### src/rtl/phor_pkg.sv
// Package with shared types, constants and register map of the occupancy reporter.
`timescale 1ns / 1ps

package phor_pkg;

    // Register map: byte address = 4 * index.
    localparam int unsigned ADDR_W  = 5;
    localparam int unsigned DATA_W  = 32;
    localparam int unsigned IDX_W   = 3;

    localparam logic [IDX_W-1:0] REG_HOLD     = 3'd0;
    localparam logic [IDX_W-1:0] REG_INTERVAL = 3'd1;
    localparam logic [IDX_W-1:0] REG_STEP     = 3'd2;
    localparam logic [IDX_W-1:0] REG_ACTIVE   = 3'd3;
    localparam logic [IDX_W-1:0] REG_ENERGY   = 3'd4;
    localparam logic [IDX_W-1:0] REG_PRICE    = 3'd5;

    // Field widths.
    localparam int unsigned MS_W     = 22;
    localparam int unsigned STEP_W   = 10;
    localparam int unsigned EPS_W    = 10;
    localparam int unsigned PRICE_W  = 14;
    localparam int unsigned TIME_W   = 32;
    localparam int unsigned SECS_W   = 23;
    localparam int unsigned COST_W   = 46;

    // Reset values of the configuration registers.
    localparam logic [MS_W-1:0]    HOLD_RST     = 22'd30000;
    localparam logic [MS_W-1:0]    INTERVAL_RST = 22'd30000;
    localparam logic [STEP_W-1:0]  STEP_RST     = 10'd10;
    localparam logic               ACTIVE_RST   = 1'b1;
    localparam logic [EPS_W-1:0]   EPS_RST      = 10'd167;
    localparam logic [PRICE_W-1:0] PRICE_RST    = 14'd92;

    // Wall-clock values below this are treated as an unset clock.
    localparam logic [TIME_W-1:0] EPOCH_FLOOR = 32'd1700000000;

    // Shared multiplier: 32-bit by 30-bit operands.
    localparam int unsigned MUL_A_W = 32;
    localparam int unsigned MUL_B_W = 30;
    localparam int unsigned PROD_W  = MUL_A_W + MUL_B_W;

    // x / 1000 = ((x >> 3) * DIV_MAGIC) >> DIV_SHIFT, exact for any 32-bit x.
    localparam int unsigned          DIV_PRE   = 3;
    localparam int unsigned          DIV_SHIFT = 36;
    localparam logic [MUL_B_W-1:0]   DIV_MAGIC = 30'd549755814;

    typedef struct packed {
        logic [MS_W-1:0]    hold_ms;
        logic [MS_W-1:0]    report_interval_ms;
        logic [STEP_W-1:0]  poll_step_ms;
        logic               active_level;
        logic [EPS_W-1:0]   energy_per_second;
        logic [PRICE_W-1:0] price_per_kwh;
    } t_cfg;

    // Commands from the controller to the datapath.
    typedef struct packed {
        logic accept;    // take the input beat and update tick state
        logic mul_div;   // on-time times reciprocal of 1000
        logic mul_ener;  // seconds times energy rate
        logic mul_cost;  // saturated energy times price
        logic load_out;  // move the result into the output register
    } t_cmd;

    // Status from the datapath to the controller.
    typedef struct packed {
        logic report;    // the tick in hand closes a window
        logic out_free;  // output register can take a result this cycle
    } t_stat;

endpackage

### src/rtl/phor_regs.sv
// APB-style configuration register file of the occupancy reporter.
`timescale 1ns / 1ps

module phor_regs (
    input  logic                          i_clk,
    input  logic                          i_rst_n,
    input  logic                          psel,
    input  logic                          penable,
    input  logic                          pwrite,
    input  logic [phor_pkg::ADDR_W-1:0]   paddr,
    input  logic [phor_pkg::DATA_W-1:0]   pwdata,
    output logic [phor_pkg::DATA_W-1:0]   prdata,
    output logic                          pready,
    output phor_pkg::t_cfg                o_cfg
);

    phor_pkg::t_cfg              r_cfg;
    logic [phor_pkg::IDX_W-1:0]  w_idx;
    logic                        w_wr;

    assign pready = 1'b1;
    assign w_idx  = paddr[phor_pkg::ADDR_W-1:2];
    assign w_wr   = psel & penable & pwrite;

    always_ff @(posedge i_clk) begin
        if (!i_rst_n) begin
            r_cfg.hold_ms            <= phor_pkg::HOLD_RST;
            r_cfg.report_interval_ms <= phor_pkg::INTERVAL_RST;
            r_cfg.poll_step_ms       <= phor_pkg::STEP_RST;
            r_cfg.active_level       <= phor_pkg::ACTIVE_RST;
            r_cfg.energy_per_second  <= phor_pkg::EPS_RST;
            r_cfg.price_per_kwh      <= phor_pkg::PRICE_RST;
        end else if (w_wr) begin
            case (w_idx)
                phor_pkg::REG_HOLD:
                    r_cfg.hold_ms <= pwdata[phor_pkg::MS_W-1:0];
                phor_pkg::REG_INTERVAL:
                    r_cfg.report_interval_ms <= pwdata[phor_pkg::MS_W-1:0];
                phor_pkg::REG_STEP:
                    r_cfg.poll_step_ms <= pwdata[phor_pkg::STEP_W-1:0];
                phor_pkg::REG_ACTIVE:
                    r_cfg.active_level <= pwdata[0];
                phor_pkg::REG_ENERGY:
                    r_cfg.energy_per_second <= pwdata[phor_pkg::EPS_W-1:0];
                phor_pkg::REG_PRICE:
                    r_cfg.price_per_kwh <= pwdata[phor_pkg::PRICE_W-1:0];
                default: ;
            endcase
        end
    end

    always_comb begin
        prdata = '0;
        case (w_idx)
            phor_pkg::REG_HOLD:     prdata = {10'd0, r_cfg.hold_ms};
            phor_pkg::REG_INTERVAL: prdata = {10'd0, r_cfg.report_interval_ms};
            phor_pkg::REG_STEP:     prdata = {22'd0, r_cfg.poll_step_ms};
            phor_pkg::REG_ACTIVE:   prdata = {31'd0, r_cfg.active_level};
            phor_pkg::REG_ENERGY:   prdata = {22'd0, r_cfg.energy_per_second};
            phor_pkg::REG_PRICE:    prdata = {18'd0, r_cfg.price_per_kwh};
            default:                prdata = '0;
        endcase
    end

    assign o_cfg = r_cfg;

endmodule

### src/rtl/phor_ctrl.sv
// Controller state machine that sequences one tick through the datapath.
`timescale 1ns / 1ps

module phor_ctrl (
    input  logic             i_clk,
    input  logic             i_rst_n,
    input  logic             i_valid,
    output logic             o_ready,
    input  phor_pkg::t_stat  i_stat,
    output phor_pkg::t_cmd   o_cmd
);

    localparam logic [2:0] S_IDLE = 3'd0;
    localparam logic [2:0] S_DIV  = 3'd1;
    localparam logic [2:0] S_ENER = 3'd2;
    localparam logic [2:0] S_COST = 3'd3;
    localparam logic [2:0] S_DONE = 3'd4;

    logic [2:0] r_state;
    logic [2:0] n_state;

    assign o_ready = (r_state == S_IDLE);

    always_comb begin
        n_state = r_state;
        o_cmd   = '0;
        case (r_state)
            S_IDLE: begin
                if (i_valid) begin
                    o_cmd.accept = 1'b1;
                    n_state      = i_stat.report ? S_DIV : S_DONE;
                end
            end
            S_DIV: begin
                o_cmd.mul_div = 1'b1;
                n_state       = S_ENER;
            end
            S_ENER: begin
                o_cmd.mul_ener = 1'b1;
                n_state        = S_COST;
            end
            S_COST: begin
                o_cmd.mul_cost = 1'b1;
                n_state        = S_DONE;
            end
            S_DONE: begin
                if (i_stat.out_free) begin
                    o_cmd.load_out = 1'b1;
                    n_state        = S_IDLE;
                end
            end
            default: n_state = S_IDLE;
        endcase
    end

    always_ff @(posedge i_clk) begin
        if (!i_rst_n) begin
            r_state <= S_IDLE;
        end else begin
            r_state <= n_state;
        end
    end

endmodule

### src/rtl/phor_dp.sv
// Datapath: tick state, shared multiplier and output register.
`timescale 1ns / 1ps

module phor_dp (
    input  logic                            i_clk,
    input  logic                            i_rst_n,
    input  phor_pkg::t_cfg                  i_cfg,
    input  phor_pkg::t_cmd                  i_cmd,
    output phor_pkg::t_stat                 o_stat,
    input  logic [phor_pkg::TIME_W-1:0]     i_now_ms,
    input  logic                            i_sensor_level,
    input  logic [phor_pkg::TIME_W-1:0]     i_wall_clock_s,
    input  logic                            i_ready,
    output logic                            o_valid,
    output logic                            o_light_on,
    output logic                            o_report_valid,
    output logic [phor_pkg::SECS_W-1:0]     o_report_seconds_on,
    output logic [phor_pkg::TIME_W-1:0]     o_report_motion_count,
    output logic                            o_report_presence,
    output logic [phor_pkg::TIME_W-1:0]     o_report_energy,
    output logic [phor_pkg::COST_W-1:0]     o_report_cost,
    output logic [phor_pkg::TIME_W-1:0]     o_report_epoch
);

    localparam int unsigned TW = phor_pkg::TIME_W;

    // Architectural tick state.
    logic [TW-1:0] r_window_start;
    logic [TW-1:0] r_last_motion;
    logic [TW-1:0] r_on_time;
    logic [TW-1:0] r_edge_count;
    logic          r_ever_seen;
    logic          r_prev_motion;

    // Per-tick work registers.
    logic          r_light;
    logic          r_report;
    logic [TW-1:0] r_on_snap;
    logic [TW-1:0] r_cnt_snap;
    logic [TW-1:0] r_epoch;
    logic [phor_pkg::SECS_W-1:0] r_secs;
    logic [TW-1:0] r_energy;
    logic [phor_pkg::PROD_W-1:0] r_prod;

    // Output register.
    logic          r_out_valid;

    logic          n_motion;
    logic          n_light;
    logic [TW:0]   n_on_sum;
    logic [TW-1:0] n_on_time;
    logic [TW-1:0] n_edge_count;
    logic          n_report;
    logic [TW-1:0] n_since_motion;
    logic [TW-1:0] n_since_window;
    logic [phor_pkg::SECS_W-1:0] n_secs;
    logic [TW-1:0] n_energy;
    logic [phor_pkg::MUL_A_W-1:0] n_mul_a;
    logic [phor_pkg::MUL_B_W-1:0] n_mul_b;

    always_comb begin
        n_motion       = (i_sensor_level == i_cfg.active_level);
        n_since_motion = i_now_ms - r_last_motion;
        n_light        = n_motion
                       | (r_ever_seen & (n_since_motion <= {10'd0, i_cfg.hold_ms}));
        n_on_sum       = {1'b0, r_on_time} + {23'd0, i_cfg.poll_step_ms};
        if (!n_light) begin
            n_on_time = r_on_time;
        end else if (n_on_sum[TW]) begin
            n_on_time = '1;
        end else begin
            n_on_time = n_on_sum[TW-1:0];
        end
        if (n_motion && !r_prev_motion && (r_edge_count != '1)) begin
            n_edge_count = r_edge_count + 32'd1;
        end else begin
            n_edge_count = r_edge_count;
        end
        n_since_window = i_now_ms - r_window_start;
        n_report       = (n_since_window >= {10'd0, i_cfg.report_interval_ms});
    end

    assign o_stat.report   = n_report;
    assign o_stat.out_free = !r_out_valid || i_ready;

    // Shared multiplier operand selection.
    always_comb begin
        n_secs   = r_prod[phor_pkg::DIV_SHIFT +: phor_pkg::SECS_W];
        n_energy = (|r_prod[phor_pkg::PROD_W-1:TW]) ? '1 : r_prod[TW-1:0];
        n_mul_a  = '0;
        n_mul_b  = '0;
        if (i_cmd.mul_div) begin
            n_mul_a = {{phor_pkg::DIV_PRE{1'b0}}, r_on_snap[TW-1:phor_pkg::DIV_PRE]};
            n_mul_b = phor_pkg::DIV_MAGIC;
        end else if (i_cmd.mul_ener) begin
            n_mul_a = {9'd0, n_secs};
            n_mul_b = {20'd0, i_cfg.energy_per_second};
        end else if (i_cmd.mul_cost) begin
            n_mul_a = n_energy;
            n_mul_b = {16'd0, i_cfg.price_per_kwh};
        end
    end

    always_ff @(posedge i_clk) begin
        if (!i_rst_n) begin
            r_window_start <= '0;
            r_last_motion  <= '0;
            r_on_time      <= '0;
            r_edge_count   <= '0;
            r_ever_seen    <= 1'b0;
            r_prev_motion  <= 1'b0;
        end else if (i_cmd.accept) begin
            if (n_motion) begin
                r_last_motion <= i_now_ms;
                r_ever_seen   <= 1'b1;
            end
            r_prev_motion <= n_motion;
            if (n_report) begin
                r_window_start <= i_now_ms;
                r_on_time      <= '0;
                r_edge_count   <= '0;
            end else begin
                r_on_time    <= n_on_time;
                r_edge_count <= n_edge_count;
            end
        end
    end

    always_ff @(posedge i_clk) begin
        if (i_cmd.accept) begin
            r_light    <= n_light;
            r_report   <= n_report;
            r_on_snap  <= n_on_time;
            r_cnt_snap <= n_edge_count;
            r_epoch    <= (i_wall_clock_s < phor_pkg::EPOCH_FLOOR) ? '0 : i_wall_clock_s;
        end
        if (i_cmd.mul_div || i_cmd.mul_ener || i_cmd.mul_cost) begin
            r_prod <= n_mul_a * n_mul_b;
        end
        if (i_cmd.mul_ener) begin
            r_secs <= n_secs;
        end
        if (i_cmd.mul_cost) begin
            r_energy <= n_energy;
        end
    end

    always_ff @(posedge i_clk) begin
        if (!i_rst_n) begin
            r_out_valid <= 1'b0;
        end else if (i_cmd.load_out) begin
            r_out_valid <= 1'b1;
        end else if (i_ready) begin
            r_out_valid <= 1'b0;
        end
    end

    always_ff @(posedge i_clk) begin
        if (i_cmd.load_out) begin
            o_light_on     <= r_light;
            o_report_valid <= r_report;
            if (r_report) begin
                o_report_seconds_on   <= r_secs;
                o_report_motion_count <= r_cnt_snap;
                o_report_presence     <= r_light;
                o_report_energy       <= r_energy;
                o_report_cost         <= r_prod[phor_pkg::COST_W-1:0];
                o_report_epoch        <= r_epoch;
            end else begin
                o_report_seconds_on   <= '0;
                o_report_motion_count <= '0;
                o_report_presence     <= 1'b0;
                o_report_energy       <= '0;
                o_report_cost         <= '0;
                o_report_epoch        <= '0;
            end
        end
    end

    assign o_valid = r_out_valid;

endmodule

### src/rtl/presence_hold_occupancy_report.sv
// Top level of the presence-hold occupancy reporter.
`timescale 1ns / 1ps

// Usage overview.
// Each input beat (i_valid/o_ready) is one poll tick: a millisecond timestamp,
// the raw sensor level and the wall-clock seconds. Every tick produces exactly
// one output beat (o_valid/i_ready) carrying the light drive and, when the tick
// closes a reporting window, the report fields; otherwise those fields are zero.
// A tick that does not close a window goes from acceptance straight to the done
// state. A tick that closes a window first makes three passes through one
// shared 32 by 30 bit multiplier: divide on-time by 1000 through a reciprocal,
// multiply seconds by the energy rate, then saturated energy by the price.
// In the done state the result enters the output register, raising o_valid.
// The output register decouples the two sides: a new tick is accepted while an
// earlier result still waits. When the receiver stalls, the finished result is
// held in the datapath while the controller waits for the output register to
// free up, and no further tick is accepted meanwhile.
// The configuration registers sit on an APB-style port at byte address 4 times
// the register index; pready is always high and writes should only happen
// while the block is idle.
// A synchronous active-low reset loads the register defaults, clears the tick
// state (window start, last motion, on-time, edge count, motion history) and
// empties the output register.

module presence_hold_occupancy_report (
    input  logic                            i_clk,
    input  logic                            i_rst_n,
    // configuration port
    input  logic                            psel,
    input  logic                            penable,
    input  logic                            pwrite,
    input  logic [phor_pkg::ADDR_W-1:0]     paddr,
    input  logic [phor_pkg::DATA_W-1:0]     pwdata,
    output logic [phor_pkg::DATA_W-1:0]     prdata,
    output logic                            pready,
    // tick input
    input  logic                            i_valid,
    output logic                            o_ready,
    input  logic [phor_pkg::TIME_W-1:0]     i_now_ms,
    input  logic                            i_sensor_level,
    input  logic [phor_pkg::TIME_W-1:0]     i_wall_clock_s,
    // result output
    output logic                            o_valid,
    input  logic                            i_ready,
    output logic                            o_light_on,
    output logic                            o_report_valid,
    output logic [phor_pkg::SECS_W-1:0]     o_report_seconds_on,
    output logic [phor_pkg::TIME_W-1:0]     o_report_motion_count,
    output logic                            o_report_presence,
    output logic [phor_pkg::TIME_W-1:0]     o_report_energy,
    output logic [phor_pkg::COST_W-1:0]     o_report_cost,
    output logic [phor_pkg::TIME_W-1:0]     o_report_epoch
);

    phor_pkg::t_cfg  w_cfg;
    phor_pkg::t_cmd  w_cmd;
    phor_pkg::t_stat w_stat;

    // Register file holds the six settings that steer the datapath.
    phor_regs u_regs (
        .i_clk   (i_clk),
        .i_rst_n (i_rst_n),
        .psel    (psel),
        .penable (penable),
        .pwrite  (pwrite),
        .paddr   (paddr),
        .pwdata  (pwdata),
        .prdata  (prdata),
        .pready  (pready),
        .o_cfg   (w_cfg)
    );

    // The controller decides when a tick is taken, how many multiplier
    // passes it needs and when its result may enter the output register.
    phor_ctrl u_ctrl (
        .i_clk   (i_clk),
        .i_rst_n (i_rst_n),
        .i_valid (i_valid),
        .o_ready (o_ready),
        .i_stat  (w_stat),
        .o_cmd   (w_cmd)
    );

    // The datapath updates the hold timer, window and accumulators in the
    // acceptance cycle and then computes the report arithmetic.
    phor_dp u_dp (
        .i_clk                 (i_clk),
        .i_rst_n               (i_rst_n),
        .i_cfg                 (w_cfg),
        .i_cmd                 (w_cmd),
        .o_stat                (w_stat),
        .i_now_ms              (i_now_ms),
        .i_sensor_level        (i_sensor_level),
        .i_wall_clock_s        (i_wall_clock_s),
        .i_ready               (i_ready),
        .o_valid               (o_valid),
        .o_light_on            (o_light_on),
        .o_report_valid        (o_report_valid),
        .o_report_seconds_on   (o_report_seconds_on),
        .o_report_motion_count (o_report_motion_count),
        .o_report_presence     (o_report_presence),
        .o_report_energy       (o_report_energy),
        .o_report_cost         (o_report_cost),
        .o_report_epoch        (o_report_epoch)
    );

endmodule

### config.mk
export PLATFORM = sky130hd
export DESIGN_NAME = presence_hold_occupancy_report
export DESIGN_NICKNAME = d
export VERILOG_FILES = /design/src/rtl/phor_pkg.sv /design/src/rtl/phor_regs.sv /design/src/rtl/phor_ctrl.sv /design/src/rtl/phor_dp.sv /design/src/rtl/presence_hold_occupancy_report.sv
export SDC_FILE = /design/constraint.sdc
export NUM_CORES = 2
export LEC_CHECK = 0
export ABC_CLOCK_PERIOD_IN_PS = 10100
export BUFFER_PORTS_ARGS = -buffer_cell sky130_fd_sc_hd__buf_2
export CORE_ASPECT_RATIO = 1.5
export CORE_MARGIN = 4
export CORE_UTILIZATION = 34
export CTS_CLUSTER_DIAMETER = 50
export DETAILED_ROUTE_END_ITERATION = 10
export PLACE_DENSITY = 0.61
export SLEW_MARGIN = 20
export SYNTH_ARGS = -nofsm -noshare
export SYNTH_HDL_FRONTEND = slang
export SYNTH_SLANG_ARGS = --single-unit
export TNS_END_PERCENT = 5
### constraint.sdc
create_clock -name i_clk -period 10.1 [get_ports i_clk]
set_input_delay 1.01 -clock i_clk [delete_from_list [all_inputs] [get_ports i_clk]]
set_output_delay 1.01 -clock i_clk [all_outputs]
set_load 0.1 [all_outputs]
== Word-level counts from Yosys, hierarchy flattened ==
Index checks and enable logic that the tools add are counted.

* Bitwise logic cells: 4
* Multiply operators: 1
* Eq/ne operators: 13
* Reduce and logical (&&, ||, !) cells: 20
* Multiplexer cells: 26
* Order comparisons: 3
* $add $sub $neg: 4

{| class="wikitable"
|+ Operators by type and width
! cell !! number
|-
| 2-to-1 mux 32 bit || 9
|-
| one-hot mux 22 bit (6 select lines) || 1
|-
| subtractor 32 bit || 2
|-
| multiplier 32 x 30 -> 62 bit || 1
|-
| 2-to-1 mux 30 bit || 2
|-
| adder 32 x 10 -> 33 bit || 1
|-
| adder 32 x 1 -> 32 bit (second input constant) || 1
|-
| >= comparator 32 x 22 -> 1 bit || 1
|-
| <= comparator 32 x 22 -> 1 bit || 1
|-
| less-than comparator 32 x 31 -> 1 bit (second input constant) || 1
|-
| != test 32 bit (second input constant) || 1
|-
| OR reduction 30 bit || 1
|-
| AND reduction 2 bit || 9
|-
| one-hot mux 3 bit (5 select lines) || 1
|-
| 2-to-1 mux 14 bit || 1
|-
| equality test 3 x 2 -> 1 bit (second input constant) || 4
|-
| equality test 3 bit (second input constant) || 3
|-
| 2-to-1 mux 1 bit || 9
|-
| 2-to-1 mux 3 bit || 3
|-
| equality test 3 x 1 -> 1 bit (second input constant) || 2
|-
| zero test 3 bit || 2
|-
| AND 1 bit || 3
|-
| logical OR 1 bit || 3
|-
| logical AND 1 bit || 2
|-
| other kinds (6) || 7
|}

* Register bits: 596
* Input port bits: 109
* Output and inout bits: 203

== Longest topological paths before layout ==
* Depth in word-level cells: 6
* Mapped depth: 38
* Depth with buffers taken out: 35

== Cells and area by module ==
A second synthesis with hierarchy kept.

* Cell total of the unflattened synthesis: 5283
* Area, all modules: 51071.5 um^2

{| class="wikitable"
|+ Modules (own cells, without submodules)
! module !! seq. area each (um^2) !! instances !! cells each !! area each (um^2)
|-
| phor_dp || 14033.5 || 1 || 4856 || 47190.3
|-
| phor_regs || 1581.5 || 1 || 406 || 3691.0
|-
| phor_ctrl || 60.1 || 1 || 21 || 190.2
|}

== Worst setup path after synthesis ==
Ideal clock, no wire load.

* Path type: register to register
* Start: register u_ctrl.r_state[1]
* End: register u_dp.r_prod[51] (netlist bit) (data pin)
* Data arrival time: 9.615 ns
* Stages on the path, launching flop included: 35
* Library setup time: 0.260 ns
* Path buffers: 4
* Setup slack: 0.225 ns
* Cell sequence: dfxtp_1 clkbuf_1 nand2b_1 clkbuf_1 nor2_1 clkbuf_1 a22oi_1 clkbuf_1 nor2_1 fa_1 fa_1 fa_1 inv_1 fa_1 inv_1 fa_1 inv_1 fa_1 inv_1 fa_1 inv_1 fa_1 inv_1 ha_1 a2111oi_0 o21ai_0 o21ai_0 o21ai_0 o21ai_0 o311ai_0 a31oi_1 o2111ai_1 a41o_1 a21oi_1 xnor2_1

* Longest elaborated chain between the ends: 6

{| class="wikitable"
|+ Ends and longest elaborated chain
! element !! RTL line !! source
|-
| start, declared || phor_ctrl.sv:19 || <nowiki>logic [2:0] r_state;</nowiki>
|-
| start signal, assigned || phor_ctrl.sv:60 || <nowiki>r_state <= n_state;</nowiki>
|-
| equality test 3 x 2 -> 1 bit || phor_ctrl.sv:27 || <nowiki>case (r_state)</nowiki>
|-
| 2-to-1 mux 1 bit || phor_ctrl.sv:27 ||
|-
| 2-to-1 mux 32 bit or 2-to-1 mux 14 bit (tied branches) || phor_dp.sv:98 || <nowiki>end else if (i_cmd.mul_cost) begin</nowiki>
|-
| 2-to-1 mux 32 bit or 2-to-1 mux 30 bit (tied branches) || phor_dp.sv:95 || <nowiki>end else if (i_cmd.mul_ener) begin</nowiki>
|-
| 2-to-1 mux 32 bit or 2-to-1 mux 30 bit (tied branches) || phor_dp.sv:92 || <nowiki>if (i_cmd.mul_div) begin</nowiki>
|-
| multiplier 32 x 30 -> 62 bit * || phor_dp.sv:138 || <nowiki>r_prod <= n_mul_a * n_mul_b;</nowiki>
|-
| end signal, assigned || phor_dp.sv:138 ||
|-
| end, declared || phor_dp.sv:43 || <nowiki>logic [phor_pkg::PROD_W-1:0] r_prod;</nowiki>
|}

Mark *: on every way between the ends. The rest lies on a longest branch, timed or not.
A chain may end at the register's enable or synchronous reset.

== Final worst setup path ==
* Start: register u_dp.r_prod[61] (netlist bit)
* End: register u_dp.r_prod[44] (netlist bit) (data pin)

* Longest elaborated chain between the ends: 6

{| class="wikitable"
|+ Ends and longest elaborated chain
! element !! RTL line !! source
|-
| OR reduction 30 bit || phor_dp.sv:89 || <nowiki>n_energy = (|r_prod[phor_pkg::PROD_W-1:TW]) ? '1 : r_prod[TW-1:0];</nowiki>
|-
| 2-to-1 mux 32 bit || phor_dp.sv:89 ||
|-
| named net u_dp.n_energy[13] || phor_dp.sv:57 || <nowiki>logic [TW-1:0] n_energy;</nowiki>
|-
| 2-to-1 mux 32 bit || phor_dp.sv:98 ||
|-
| 2-to-1 mux 32 bit || phor_dp.sv:95 ||
|-
| 2-to-1 mux 32 bit || phor_dp.sv:92 ||
|-
| multiplier 32 x 30 -> 62 bit || phor_dp.sv:138 ||
|}

The timed path passes the listed nets, and every way through them passes these cells.

==> impl_metrics.yaml <==
clocking:
  clkSinkCount: 593
  clk_path_buf_depth: 3
  clkTransAtPathRegs_ns: 0.06
  htree_levels: 3
  numCtsBuffers: 71
  cts_root_buf: "clkbuf_16"
  clkLatencyLatePin_ns: 0.69
  tritoncts: "done"
  cts_hold_buf: 0
drt:
  drt_iter0_drc: 2361
  viasPerCell: 5.068
  wire_per_inst_um: 20.20
  drtAntennaViolNets: 0
  vias: 39150
  firstDrtPassIters: 6
  routed_wirelength_um: 156000
  drc: 0
finish:
  finish.utilization: 0.3929
  regArea_um2: 15680
  fillerInstances: 14750
  fin_nets: 6840
  area_delta_synth_final_pct: 14.81
  final_common_cell: "inv_1"
  final_cell_mix: "775 x inv_1, 580 x nand2_1, 500 x ha_1, 491 x fa_1, 436 x nor2_1"
  multi_input_area_um2: 31340
  drive_above_1_share: 0.1351
critical_path:
  crit_top_cell: "fa_1"
  r2r-start: "u_dp.r_prod[61]$_DFFE_PP_"
  worst_path_max_delay_cell: "or4_1"
  r2r_end: "u_dp.r_prod[44]$_DFFE_PP_"
  crit_required_ns: 10.51
  crit_arrival_ns: 10.18
  startpoint_type: "flip-flop"
  critPathMaxStageDelay_ns: 0.55
  reg2reg_setup_slack_ns: 0.33
  cp_max_fo: 7
  rr_worst_depth: 37
  crit_type: "reg -> reg"
  setup.worst_path.end_class: "flip-flop"
sta:
  final.setup_skew_ns: 0.03913
  slew_headroom: 0.3010
  tns_ns: 0
  fmax_mhz: 102.4
  hold_violations: 0
  setup_viol: 0
  period_needed_ns: 9.768
  rsz0062_at_grt: "true"
  final.period_utilization: 0.9671
  tightest_slew_ns: 1.043
  report.final.slew_viol_count: 0
synth:
  syn_area_per_cell_um2: 9.542
  synth_seq_area_share: 0.3094
  synth_edf_count: 380
  ys_ff_latch: 593
  syn_area_um2: 50670
  async_flop_share: 0
  ys_types: 91
  yosys_warnings: 0
  synthFlopType: "edfxtp_1"
  syn_inst: 5310
place:
  hpwl_um: 127900
  gp_congestion: 0.9404
  io_buffers: 288
floorplanning:
  io_pins: 312
  die_w_um: 323.2
  initial_core_util: 0.3422
  row_count: 173
  core_um2: 148100
  die_height_um: 480.8
  dieArea_um2: 155400
power:
  power.density_nw_per_um2: 188.0
  leakage_uw: 0.02605
  ir_drop_uv: 145.5
global_routing:
  antenna_found_initial: 7
  gr-total-overflow: 0
  grt_first_pass_wirelength_um: 236700
  grt_max_degree: 111
  grt_pass1_vias: 40550
  grt_usage: 0.1999
worst_hold_path:
  hold_end: "u_dp.r_last_motion[7]$_SDFFE_PN0P_"
  min_from: "u_dp.r_last_motion[7]$_SDFFE_PN0P_"
  hold_depth: 2
  holdCritPathClass: "reg -> reg"
outcome:
  status: "complete, no violations"
job:
  maxCapViolations: 0
[layout make-up]
cell class	instances	share of cell area
diodes	6	0.0002581
clock buffers	90	0.03282
clock inverters	38	0.006388
inverters	779	0.05035
multi-input cells	3731	0.5387
flip-flops and latches	593	0.2695
well taps	1925	0.04140
repair buffers	563	0.06063
[where the power goes]
part	internal [uW]	switching, uW
combinational	2150	3210
clock	1420	1090
sequential	2960	100
[flip-flops by register name, indices dropped and copies added (netlist names), 3 cells and up]
signal / cells
u_dp.r_on_time: 32
u_dp.r_edge_count: 32
u_dp.r_energy: 32
u_dp.r_window_start: 32
u_dp.o_report_cost: 46
u_dp.r_cnt_snap: 32
u_regs.o_cfg: 79
u_dp.r_epoch: 32
u_dp.r_last_motion: 32
u_dp.o_report_motion_count: 32
u_dp.r_on_snap: 29
u_dp.r_prod: 62
u_dp.o_report_epoch: 32
u_ctrl.r_state: 3
u_dp.o_report_energy: 32
u_dp.r_secs: 23
u_dp.o_report_seconds_on: 23
[kinds of logic after synthesis]
family | synth area share
XOR/XNOR | 0.02420
AO/OA/AOI/OAI | 0.1030
other | 0.0001482
multiplexers | 0.01087
adder cells (fa/ha/maj) | 0.3179
buffers and inverters | 0.07712
AND/OR/NAND/NOR | 0.1574
flip-flops | 0.3094
[per-stage QoR]
step                total power (uW)  hold slack, ns  setup slack [ns]  instance area (um^2)  std cells
floorplan                       6413          0.4181            0.2252                 50760       5333
global route                   11740          0.4677          -0.03121                 58170       7722
finish                         10940          0.4522            0.3321                 58170       7725
CTS                            11010          0.4540          0.003744                 58040       7716
detailed placement              8424          0.4463           -0.3659                 55750       7588
global placement                8355          0.4414           -0.3732                 55750       7588
[synth_stat cells, drive strengths merged, types with 28 or more instances]
library cell | number | area [um^2]
a22o | 32 | 280.3
a21o | 60 | 450.4
o21ai | 133 | 669.4
edfxtp | 380 | 11410
mux2i | 37 | 370.4
buf | 56 | 330.3
nand2 | 581 | 2188
a21oi | 343 | 1720
fa | 492 | 9849
nand2b | 28 | 175.2
nor2 | 449 | 1688
a31oi | 44 | 275.3
nor2b | 61 | 381.6
o211ai | 28 | 215.2
xnor2 | 88 | 770.7
ha | 500 | 6256
dfxtp | 213 | 4264
and3 | 57 | 361.6
or2 | 40 | 250.2
xor2 | 52 | 455.4
inv | 779 | 2924
and2 | 224 | 1401
nor3 | 56 | 280.3
nand3 | 79 | 400.4
nand4 | 40 | 250.2
clkbuf | 174 | 653.1
[layer usage]
layer / global-route usage / part of all wire / wire length, um
met1: 0.2294 / 0.38 / 59280
met2: 0.3564 / 0.50 / 78550
met3: 0.03112 / 0.061 / 9446
met4: 0.1067 / 0.056 / 8738
met5: 0 / 0.00015 / 23
[critical path: cells and delay by family (launching register included)]
kind | cells | cell delay (ns)
AOI/OAI and AO/OA | 9 | 1.89
adders and majority gates | 9 | 4.26
xor gates and xnor gates | 1 | 0.10
buffers and inverters | 10 | 1.19
and+or+nand+nor | 8 | 1.71
DFF | 1 | 0.35
[what timing repair did]
item                       in CTS  in global routing
cloned                          0                  1
setup endpoints to repair       4                 15
setup buffers                   0                  1
resized for setup               3                 22
[how the worst max path moves through the flow]
stage / start / end / slack (ns) / cells after the start
floorplan: u_ctrl.r_state[1]$_SDFFE_PN0P_ / u_dp.r_prod[51]$_DFFE_PP_ / 0.23 / 34
global placement: u_dp.r_prod[61]$_DFFE_PP_ / u_dp.r_prod[51]$_DFFE_PP_ / -0.37 / 41
detailed placement: u_dp.r_prod[61]$_DFFE_PP_ / u_dp.r_prod[51]$_DFFE_PP_ / -0.37 / 41
CTS: u_dp.r_prod[61]$_DFFE_PP_ / u_dp.r_prod[51]$_DFFE_PP_ / 0.004 / 41
global route: u_dp.r_prod[61]$_DFFE_PP_ / u_dp.r_prod[51]$_DFFE_PP_ / -0.03 / 41
finish: u_dp.r_prod[61]$_DFFE_PP_ / u_dp.r_prod[44]$_DFFE_PP_ / 0.33 / 37
Power figures use the tool's default switching activity.
